## src/rtl/lzss_byte_compressor_assert.svh

```systemverilog
// Assertion macros shared by the compressor RTL.
// Included by lzss_byte_compressor.sv; no other dependencies.
`ifndef LZSS_BYTE_COMPRESSOR_ASSERT_SVH
`define LZSS_BYTE_COMPRESSOR_ASSERT_SVH

// same-cycle implication
`define LBC_ASSERT_IMP(lbl, clk, rstn, ante, cons) \
    lbl: assert property (@(posedge clk) disable iff (!rstn) (ante) |-> (cons)) \
        else $error("lbc assertion failed");

// next-cycle implication
`define LBC_ASSERT_NXT(lbl, clk, rstn, ante, cons) \
    lbl: assert property (@(posedge clk) disable iff (!rstn) (ante) |=> (cons)) \
        else $error("lbc assertion failed");

`endif

```

## src/rtl/lbc_pkg.sv

```systemverilog
// Shared types and constants for the LZSS byte compressor.
// No dependencies.
`default_nettype none
package lbc_pkg;
    localparam int REF_BYTES    = 3;
    localparam int GROUP_TOKENS = 8;
    localparam int STORE_DEPTH  = GROUP_TOKENS * REF_BYTES;
    localparam int MIN_REF_LEN  = 3;

    typedef struct packed {
        logic start;
        logic step;
    } match_ctrl_t;
endpackage
`default_nettype wire

```

## src/rtl/lbc_match.sv

```systemverilog
// Shared match unit: one candidate offset per step, all lookahead bytes compared at once.
// Depends on lbc_pkg.
`default_nettype none
module lbc_match #(
    parameter int RING_DEPTH     = 32,
    parameter int WINDOW_SPAN    = 16,
    parameter int LOOKAHEAD_SPAN = 16,
    localparam int LCW  = $clog2(LOOKAHEAD_SPAN + 1),
    localparam int OFFW = $clog2(WINDOW_SPAN + 1)
) (
    input  wire                        aclk,
    input  wire                        aresetn,
    input  lbc_pkg::match_ctrl_t       ctrl,
    input  wire [RING_DEPTH-1:0][7:0]  line,     // line[0] is the coding point
    input  wire [LCW-1:0]              lc,
    output logic                       done,
    output logic [LCW-1:0]             best_len,
    output logic [OFFW-1:0]            best_off
);
    logic [RING_DEPTH-1:0][7:0] probe_reg, probe_next;
    logic [OFFW-1:0]            off_reg, off_next, boff_reg, boff_next;
    logic [LCW-1:0]             blen_reg, blen_next;
    logic                       done_reg, done_next;
    logic [LOOKAHEAD_SPAN-1:0]  hit;
    logic [LCW-1:0]             run;
    logic                       brk;

    always_comb begin
        for (int k = 0; k < LOOKAHEAD_SPAN; k++) begin
            hit[k] = (probe_reg[k] == line[k]) && (LCW'(k) < lc);
        end
        run = '0;
        brk = 1'b0;
        for (int k = 0; k < LOOKAHEAD_SPAN; k++) begin
            if (!hit[k]) brk = 1'b1;
            if (!brk) run = LCW'(k + 1);
        end
    end

    always_comb begin
        probe_next = probe_reg;
        off_next   = off_reg;
        boff_next  = boff_reg;
        blen_next  = blen_reg;
        done_next  = done_reg;
        if (ctrl.start) begin
            for (int k = 0; k < RING_DEPTH; k++) begin
                probe_next[k] = line[(k + RING_DEPTH - 1) % RING_DEPTH];
            end
            off_next  = OFFW'(1);
            blen_next = '0;
            boff_next = '0;
            done_next = 1'b0;
        end else if (ctrl.step && !done_reg) begin
            for (int k = 0; k < RING_DEPTH; k++) begin
                probe_next[k] = probe_reg[(k + RING_DEPTH - 1) % RING_DEPTH];
            end
            if (run > blen_reg) begin
                blen_next = run;
                boff_next = off_reg;
            end
            off_next  = off_reg + OFFW'(1);
            done_next = (off_reg == OFFW'(WINDOW_SPAN));
        end
    end

    always_ff @(posedge aclk) begin
        if (!aresetn) begin
            done_reg <= 1'b0;
            off_reg  <= '0;
        end else begin
            done_reg <= done_next;
            off_reg  <= off_next;
        end
        probe_reg <= probe_next;
        boff_reg  <= boff_next;
        blen_reg  <= blen_next;
    end

    assign done     = done_reg;
    assign best_len = blen_reg;
    assign best_off = boff_reg;
endmodule
`default_nettype wire

```

## src/rtl/lzss_byte_compressor.sv

```systemverilog
// LZSS byte compressor top level: input sequencer, token store, output stage.
// Depends on lbc_pkg, lbc_match and lzss_byte_compressor_assert.svh.
//
// Usage: raw bytes enter on s_tdata with s_tlast on the final byte of a stream.
// Compressed bytes leave on m_tdata (flag bytes, literals, 3-byte references);
// m_tlast marks the last output byte caused by one input transfer.
// s_tready is high only while the block is idle; each input transfer is worked
// off completely before the next one is taken.
// A byte that codes no token passes through the check and tail states. Each coded
// token runs an offset search over WINDOW_SPAN candidates in the match unit, is
// written to the store and advances the coding point by 1 to LOOKAHEAD_SPAN bytes.
// A group flush emits one output byte per cycle (up to 25) while m_tready is high.
// Output leaves through a one-byte hold plus an output register, so a stalled
// m_tready just holds the sequencer; no byte is lost or repeated.
// After the transfer with s_tlast, pending tokens are flushed and the history,
// lookahead count, token store and flags return to their reset values.
// Reset (aresetn low, synchronous) clears history and counters; no clearing pass.
// LOOKAHEAD_SPAN must be below RING_DEPTH.
`default_nettype none
`include "lzss_byte_compressor_assert.svh"
module lzss_byte_compressor #(
    parameter int RING_DEPTH     = 32,
    parameter int WINDOW_SPAN    = 16,
    parameter int LOOKAHEAD_SPAN = 16
) (
    input  wire        aclk,
    input  wire        aresetn,
    input  wire        s_tvalid,
    output logic       s_tready,
    input  wire  [7:0] s_tdata,   // [7:0] in_byte
    input  wire        s_tlast,
    output logic       m_tvalid,
    input  wire        m_tready,
    output logic [7:0] m_tdata,   // [7:0] out_byte
    output logic       m_tlast
);
    localparam int LCW  = $clog2(LOOKAHEAD_SPAN + 1);
    localparam int OFFW = $clog2(WINDOW_SPAN + 1);
    localparam int RW   = $clog2(RING_DEPTH);
    localparam int SBW  = $clog2(lbc_pkg::STORE_DEPTH + 1);
    localparam int GCW  = $clog2(lbc_pkg::GROUP_TOKENS);

    typedef enum logic [2:0] {
        S_IDLE, S_CHECK, S_SEARCH, S_STORE, S_ROTATE, S_FLUSH, S_TAIL
    } state_t;

    state_t                     state_reg, state_next;
    logic [RING_DEPTH-1:0][7:0] line_reg, line_next;
    logic [LCW-1:0]             lc_reg, lc_next, step_reg, step_next;
    logic                       last_reg, last_next, ref_reg, ref_next;
    logic [7:0]                 store_reg [lbc_pkg::STORE_DEPTH];
    logic [7:0]                 store_next [lbc_pkg::STORE_DEPTH];
    logic [SBW-1:0]             sb_reg, sb_next, fl_reg, fl_next;
    logic [7:0]                 flags_reg, flags_next;
    logic [GCW-1:0]             gcnt_reg, gcnt_next;
    logic [1:0]                 idx_reg, idx_next;
    logic [7:0]                 pend_reg, pend_next, mdata_reg, mdata_next;
    logic                       pv_reg, pv_next, mvalid_reg, mvalid_next;
    logic                       mlast_reg, mlast_next;

    lbc_pkg::match_ctrl_t       mctrl;
    logic                       m_done;
    logic [LCW-1:0]             best_len;
    logic [OFFW-1:0]            best_off;
    logic [15:0]                off16;
    logic                       out_free, emit_req, emit_ok;
    logic [7:0]                 emit_byte, st_byte;

    lbc_match #(
        .RING_DEPTH(RING_DEPTH), .WINDOW_SPAN(WINDOW_SPAN), .LOOKAHEAD_SPAN(LOOKAHEAD_SPAN)
    ) u_match (
        .aclk(aclk), .aresetn(aresetn), .ctrl(mctrl), .line(line_reg), .lc(lc_reg),
        .done(m_done), .best_len(best_len), .best_off(best_off)
    );

    assign off16    = 16'(best_off);
    assign out_free = !mvalid_reg || m_tready;
    assign emit_ok  = !pv_reg || out_free;

    always_comb begin
        if (!ref_reg) begin
            st_byte = line_reg[0];
        end else begin
            case (idx_reg)
                2'd0:    st_byte = off16[7:0];
                2'd1:    st_byte = off16[15:8];
                default: st_byte = 8'(best_len);
            endcase
        end
    end

    always_comb begin
        state_next  = state_reg;
        line_next   = line_reg;
        lc_next     = lc_reg;
        step_next   = step_reg;
        last_next   = last_reg;
        ref_next    = ref_reg;
        store_next  = store_reg;
        sb_next     = sb_reg;
        fl_next     = fl_reg;
        flags_next  = flags_reg;
        gcnt_next   = gcnt_reg;
        idx_next    = idx_reg;
        pend_next   = pend_reg;
        pv_next     = pv_reg;
        mdata_next  = mdata_reg;
        mvalid_next = mvalid_reg;
        mlast_next  = mlast_reg;
        mctrl       = '0;
        emit_req    = 1'b0;
        emit_byte   = flags_reg;

        if (mvalid_reg && m_tready) mvalid_next = 1'b0;

        unique case (state_reg)
            S_IDLE: begin
                if (s_tvalid) begin
                    line_next[RW'(lc_reg)] = s_tdata;
                    if (lc_reg != LCW'(LOOKAHEAD_SPAN)) lc_next = lc_reg + LCW'(1);
                    last_next  = s_tlast;
                    state_next = S_CHECK;
                end
            end
            S_CHECK: begin
                if (lc_reg == LCW'(LOOKAHEAD_SPAN) || (last_reg && lc_reg != '0)) begin
                    mctrl.start = 1'b1;
                    state_next  = S_SEARCH;
                end else if (last_reg && gcnt_reg != '0) begin
                    fl_next    = '0;
                    state_next = S_FLUSH;
                end else begin
                    state_next = S_TAIL;
                end
            end
            S_SEARCH: begin
                if (!m_done) begin
                    mctrl.step = 1'b1;
                end else begin
                    ref_next = (best_len > LCW'(lbc_pkg::MIN_REF_LEN));
                    if (best_len > LCW'(lbc_pkg::MIN_REF_LEN)) begin
                        step_next = best_len;
                        flags_next[gcnt_reg] = 1'b1;
                    end else begin
                        step_next = LCW'(1);
                    end
                    idx_next   = '0;
                    state_next = S_STORE;
                end
            end
            S_STORE: begin
                if (sb_reg < SBW'(lbc_pkg::STORE_DEPTH)) begin
                    store_next[sb_reg[$clog2(lbc_pkg::STORE_DEPTH)-1:0]] = st_byte;
                    sb_next = sb_reg + SBW'(1);
                end
                idx_next = idx_reg + 2'd1;
                if (!ref_reg || idx_reg == 2'(lbc_pkg::REF_BYTES - 1)) state_next = S_ROTATE;
            end
            S_ROTATE: begin
                for (int k = 0; k < RING_DEPTH; k++) begin
                    line_next[k] = line_reg[(k + 1) % RING_DEPTH];
                end
                lc_next   = lc_reg - LCW'(1);
                step_next = step_reg - LCW'(1);
                if (step_reg == LCW'(1)) begin
                    gcnt_next = gcnt_reg + GCW'(1);
                    if (gcnt_reg == GCW'(lbc_pkg::GROUP_TOKENS - 1)) begin
                        fl_next    = '0;
                        state_next = S_FLUSH;
                    end else begin
                        state_next = S_CHECK;
                    end
                end
            end
            S_FLUSH: begin
                emit_req  = 1'b1;
                emit_byte = (fl_reg == '0) ? flags_reg
                          : store_reg[5'(fl_reg - SBW'(1))];
                if (emit_ok) begin
                    fl_next = fl_reg + SBW'(1);
                    if (fl_reg == sb_reg) begin
                        sb_next    = '0;
                        flags_next = '0;
                        gcnt_next  = '0;
                        state_next = S_CHECK;
                    end
                end
            end
            S_TAIL: begin
                if (!pv_reg || out_free) begin
                    if (pv_reg) begin
                        mdata_next  = pend_reg;
                        mlast_next  = 1'b1;
                        mvalid_next = 1'b1;
                        pv_next     = 1'b0;
                    end
                    if (last_reg) begin
                        line_next  = '0;
                        lc_next    = '0;
                        sb_next    = '0;
                        flags_next = '0;
                        gcnt_next  = '0;
                    end
                    state_next = S_IDLE;
                end
            end
            default: state_next = S_IDLE;
        endcase

        if (emit_req && emit_ok) begin
            if (pv_reg) begin
                mdata_next  = pend_reg;
                mlast_next  = 1'b0;
                mvalid_next = 1'b1;
            end
            pend_next = emit_byte;
            pv_next   = 1'b1;
        end
    end

    always_ff @(posedge aclk) begin
        if (!aresetn) begin
            state_reg  <= S_IDLE;
            line_reg   <= '0;
            lc_reg     <= '0;
            last_reg   <= 1'b0;
            sb_reg     <= '0;
            flags_reg  <= '0;
            gcnt_reg   <= '0;
            pv_reg     <= 1'b0;
            mvalid_reg <= 1'b0;
        end else begin
            state_reg  <= state_next;
            line_reg   <= line_next;
            lc_reg     <= lc_next;
            last_reg   <= last_next;
            sb_reg     <= sb_next;
            flags_reg  <= flags_next;
            gcnt_reg   <= gcnt_next;
            pv_reg     <= pv_next;
            mvalid_reg <= mvalid_next;
        end
        step_reg  <= step_next;
        ref_reg   <= ref_next;
        store_reg <= store_next;
        fl_reg    <= fl_next;
        idx_reg   <= idx_next;
        pend_reg  <= pend_next;
        mdata_reg <= mdata_next;
        mlast_reg <= mlast_next;
    end

    assign s_tready = (state_reg == S_IDLE);
    assign m_tvalid = mvalid_reg;
    assign m_tdata  = mdata_reg;
    assign m_tlast  = mlast_reg;

    `LBC_ASSERT_IMP(a_idle_drained, aclk, aresetn, state_reg == S_IDLE, !pv_reg)
    `LBC_ASSERT_IMP(a_search_has_data, aclk, aresetn, state_reg == S_SEARCH, lc_reg != '0)
    `LBC_ASSERT_IMP(a_step_in_range, aclk, aresetn, state_reg == S_ROTATE,
                    step_reg != '0 && step_reg <= lc_reg)
    `LBC_ASSERT_IMP(a_store_bound, aclk, aresetn, 1'b1,
                    sb_reg <= SBW'(lbc_pkg::STORE_DEPTH))
endmodule
`default_nettype wire
```

## config.mk

```make
export PLATFORM = sky130hd
export DESIGN_NAME = lzss_byte_compressor
export DESIGN_NICKNAME = d
export VERILOG_FILES = /design/src/rtl/lbc_pkg.sv /design/src/rtl/lbc_match.sv /design/src/rtl/lzss_byte_compressor.sv
export VERILOG_INCLUDE_DIRS = /design/src /design/src/rtl
export SDC_FILE = /design/constraint.sdc
export NUM_CORES = 2
export LEC_CHECK = 0
export ABC_CLOCK_PERIOD_IN_PS = 15800
export BUFFER_PORTS_ARGS = -buffer_cell sky130_fd_sc_hd__buf_4
export CORE_MARGIN = 3
export CORE_UTILIZATION = 52
export CTS_CLUSTER_SIZE = 12
export DETAILED_ROUTE_END_ITERATION = 8
export GPL_ROUTABILITY_DRIVEN = 0
export PLACE_DENSITY = 0.71
export SLEW_MARGIN = 10
export SYNTH_ARGS = -nofsm -noshare
export SYNTH_HDL_FRONTEND = slang
export SYNTH_HIERARCHICAL = 1
export SYNTH_SLANG_ARGS = --single-unit
export TNS_END_PERCENT = 1
```

## constraint.sdc

```tcl
create_clock -name aclk -period 15.8 [get_ports aclk]
set_input_delay 3.16 -clock aclk [delete_from_list [all_inputs] [get_ports aclk]]
set_output_delay 3.16 -clock aclk [all_outputs]
set_load 0.03 [all_outputs]
```

==> results.sh <==
export IMPL_status="finished, final reports clean"
export IMPL_worst_setup_path_type="reg -> reg"
export IMPL_maxSlewHeadroom=0.189
export IMPL_ys_flop_type="edfxtp_1"
export IMPL_num_antenna_cells=0
export IMPL_ctsRootBufferMaster="clkbuf_16"
export IMPL_synth_compound_area_frac=0.144
export IMPL_grtUsageTotal=0.228
export IMPL_crit_start="lc_reg[4]"
export IMPL_fillers=5536
export IMPL_avgSynthCellArea_um2=12.5
export IMPL_hold_buffers=0
export IMPL_synth_top_family_by_area="compound AO/OA/AOI/OAI gates"
export IMPL_placementRows=96
export IMPL_crit_required_ns=16.04
export IMPL_slowest_stage="or2_4"
export IMPL_end_kind="flop"
export IMPL_routedWlPerCell_um=22.3
export IMPL_top_level_ports=24
export IMPL_leakage_nw=12.3
export IMPL_post_synth_fa_ha_maj_area_fraction=0.00791
export IMPL_p_per_area_nw_per_um2=171
export IMPL_finClkSkew_ns=0.0167
export IMPL_grt_pass1_vias=23800
export IMPL_p_seq_frac=0.437
export IMPL_fin_nets=2867
export IMPL_cts_htree_levels=3
export IMPL_drv_cap=0
export IMPL_power_frac_comb=0.289
export IMPL_drt_first_pass_iters=6
export IMPL_critPathLaunchType="flop"
export IMPL_synth_edf_count=478
export IMPL_portBuffers=23
export IMPL_pwr_share_clk=0.274
export IMPL_cts_buffer_depth=3
export IMPL_post_cts_buffers=0
export IMPL_finalWorstSetupSlack_ns=10.52
export IMPL_p_int_mw=4.42
export IMPL_die_w_um=270
export IMPL_setup_violations_final=0
export IMPL_viasPerCell=6.21
export IMPL_ys_warn_count=6
export IMPL_numCtsBuffers=82
export IMPL_crit_arrival_ns=5.51
export IMPL_post_dp_hpwl_um=52100
export IMPL_min_period_over_period=0.334
export IMPL_drive_above_1_share=0.206
export IMPL_rsz0062_at_grt="no"
export IMPL_die_height_um=270
export IMPL_cts_clk_slew_worst_paths_ns=0.06
export IMPL_vias=23800
export IMPL_synth_nets=2956
export IMPL_syn_area_um2=36400
export IMPL_preCtsSetupSlack_ns=10.39
export IMPL_sw_frac_of_total=0.344
export IMPL_dp_cells=3678
export IMPL_path_max_fanout=69
export IMPL_synth_simple_area_share=0.0992
export IMPL_drtIter0Drc=2097
export IMPL_critPathMaxStageDelay_ns=0.88
export IMPL_setup_tns_ns=0
export IMPL_async_reset_ff_frac=0
export IMPL_synthXorXnorAreaFrac=0.0356
export IMPL_hold_start="flags_reg[7]"
export IMPL_dieArea_um2=73100
export IMPL_synthMuxAreaShare=0.118
export IMPL_wl_um=85400
export IMPL_cts_tree="built"
export IMPL_cts_sinks=777
export IMPL_areaGrowthSynthToFinish_pct=8.29
export IMPL_core_area_um2=68900
export IMPL_antenna_found_initial=1
export IMPL_final_max_slew_viol_count=0
export IMPL_drtAntennaViolNets=0
export IMPL_timing_rr_start="lc_reg[4]"
export IMPL_path_cells="buf_4 > nor3b_2 > nand2_1 > a21o_1 > nor3_2 > buf_4 > or2_4 > buf_4 > buf_4"
export IMPL_drcViolationCount=0
export IMPL_cts_resized=0
export IMPL_grt_pass1_wl_um=134000
export IMPL_stdcell_count=3826
export IMPL_worstMarginPinSlew_ns=1.22
export IMPL_insertion_delay_ns=0.62
export IMPL_switchingPower_mw=2.32
export IMPL_timing_fmax_ghz=0.190
export IMPL_grt_remaining_overflow=0
export IMPL_grt_max_degree=174
export IMPL_finalHoldViolCount=0
export IMPL_peakVddDrop_mv=0.160
export IMPL_min_period_ns=5.28
export IMPL_start_util=0.527
export IMPL_syn_inst=2920
export IMPL_hold_class="reg -> reg"
export IMPL_crit_top_cell="buf_4"
export IMPL_ys_types=80
export IMPL_synth_seq_cells=777
export IMPL_synth_seq_area_share=0.559
per-layer routing:
layer / GRT usage / routed length, um / vias to the layer above
li1: - / - / 11000
met1: 0.318 / 37300 / 11800
met2: 0.363 / 40200 / 787
met3: 0.0454 / 5890 / 157
met4: 0.0703 / 1980 / 2
met5: 0 / 11 / -
power groups by stage:
stage | Sequential, mW | Combinational [mW] | Clock, mW
2_1_floorplan | 2.90 | 1.56 | 0
3_3_place_gp | 2.96 | 1.87 | 0
3_5_place_dp | 2.97 | 1.92 | 0
4_1_cts | 2.94 | 1.94 | 1.88
5_1_grt | 2.99 | 2.11 | 1.96
6_report | 2.94 | 1.94 | 1.85
placed cells by master, fill, tap and decap left out, types with 21 or more instances in the layout:
cell type  count
inv_1         22
nand2_1       73
mux4_2        48
nor4_1        23
nand3_1       31
nand4_1       21
a211oi_1     208
xnor2_1       59
a21oi_1       81
a211oi_2      54
nor2_1       376
mux2i_1       33
mux2_2       257
clkbuf_16     88
nor3_4        27
xor2_1        88
ha_1          22
edfxtp_1     478
clkbuf_1      28
buf_4         51
dfxtp_1      297
a22oi_1      258
final timing paths:
check,endpoint,slack (ns),cells past startpoint
hold / removal,flags_reg[7],0.49,2
setup / recovery,u_match/probe_reg[194],10.52,9
setup reg to reg,u_match/probe_reg[194],10.52,9
hold reg to reg,flags_reg[7],0.49,2
logic make-up after synthesis:
family,after synthesis
compound gates,689
xor+xnor,148
fa+ha+maj,23
buf+inv,250
flops,777
mux,338
simple gates,695
layout make-up:
type                       instances  area (um^2)  area share
clock buffer                     128         2470      0.0628
clock inverter                    20         98.8     0.00251
inverter                          25          109     0.00276
multi-input combinational       1893        14800       0.376
sequential                       777        20300       0.517
tap                              931         1160      0.0296
timing repair buffer              52          403      0.0102
cells in the mapped netlist, drive strengths merged (10+ instances only):
master | number | area [um^2]
nor2 | 378 | 1420
nand2 | 74 | 280
dfxtp | 299 | 5990
nand3b | 15 | 113
a211oi | 262 | 2240
nor2b | 16 | 100
and2 | 22 | 138
nor3 | 52 | 589
nor3b | 10 | 80.1
xnor2 | 59 | 517
nand2b | 11 | 68.8
inv | 25 | 93.8
o22ai | 13 | 81.3
edfxtp | 478 | 14400
ha | 23 | 288
a22oi | 258 | 1940
a21oi | 81 | 405
mux2 | 257 | 2890
o21ai | 15 | 75.1
nand3 | 32 | 173
mux2i | 33 | 330
clkbuf | 123 | 468
mux4 | 48 | 1080
xor2 | 89 | 780
buf | 102 | 713
nor4 | 27 | 211
nand4 | 21 | 131
per-stage QoR:
stage / cell area [um^2] / total power [mW] / utilization / hold WS (ns)
global route: 39400 / 7.06 / 0.571 / 0.511
global placement: 36800 / 4.83 / 0.534 / 0.474
CTS: 39400 / 6.76 / 0.571 / 0.489
finish: 39400 / 6.74 / 0.571 / 0.492
detailed placement: 36800 / 4.90 / 0.534 / 0.477
floorplan: 36400 / 4.46 / - / 0.447
worst max-delay path, delay by kind of cell, from the launching register on:
family          cells  cell delay (ns)
buf+inv             4             2.37
simple gates        4             1.83
flops               1             0.30
compound gates      1             0.21
(Power assumes the default switching activity.)
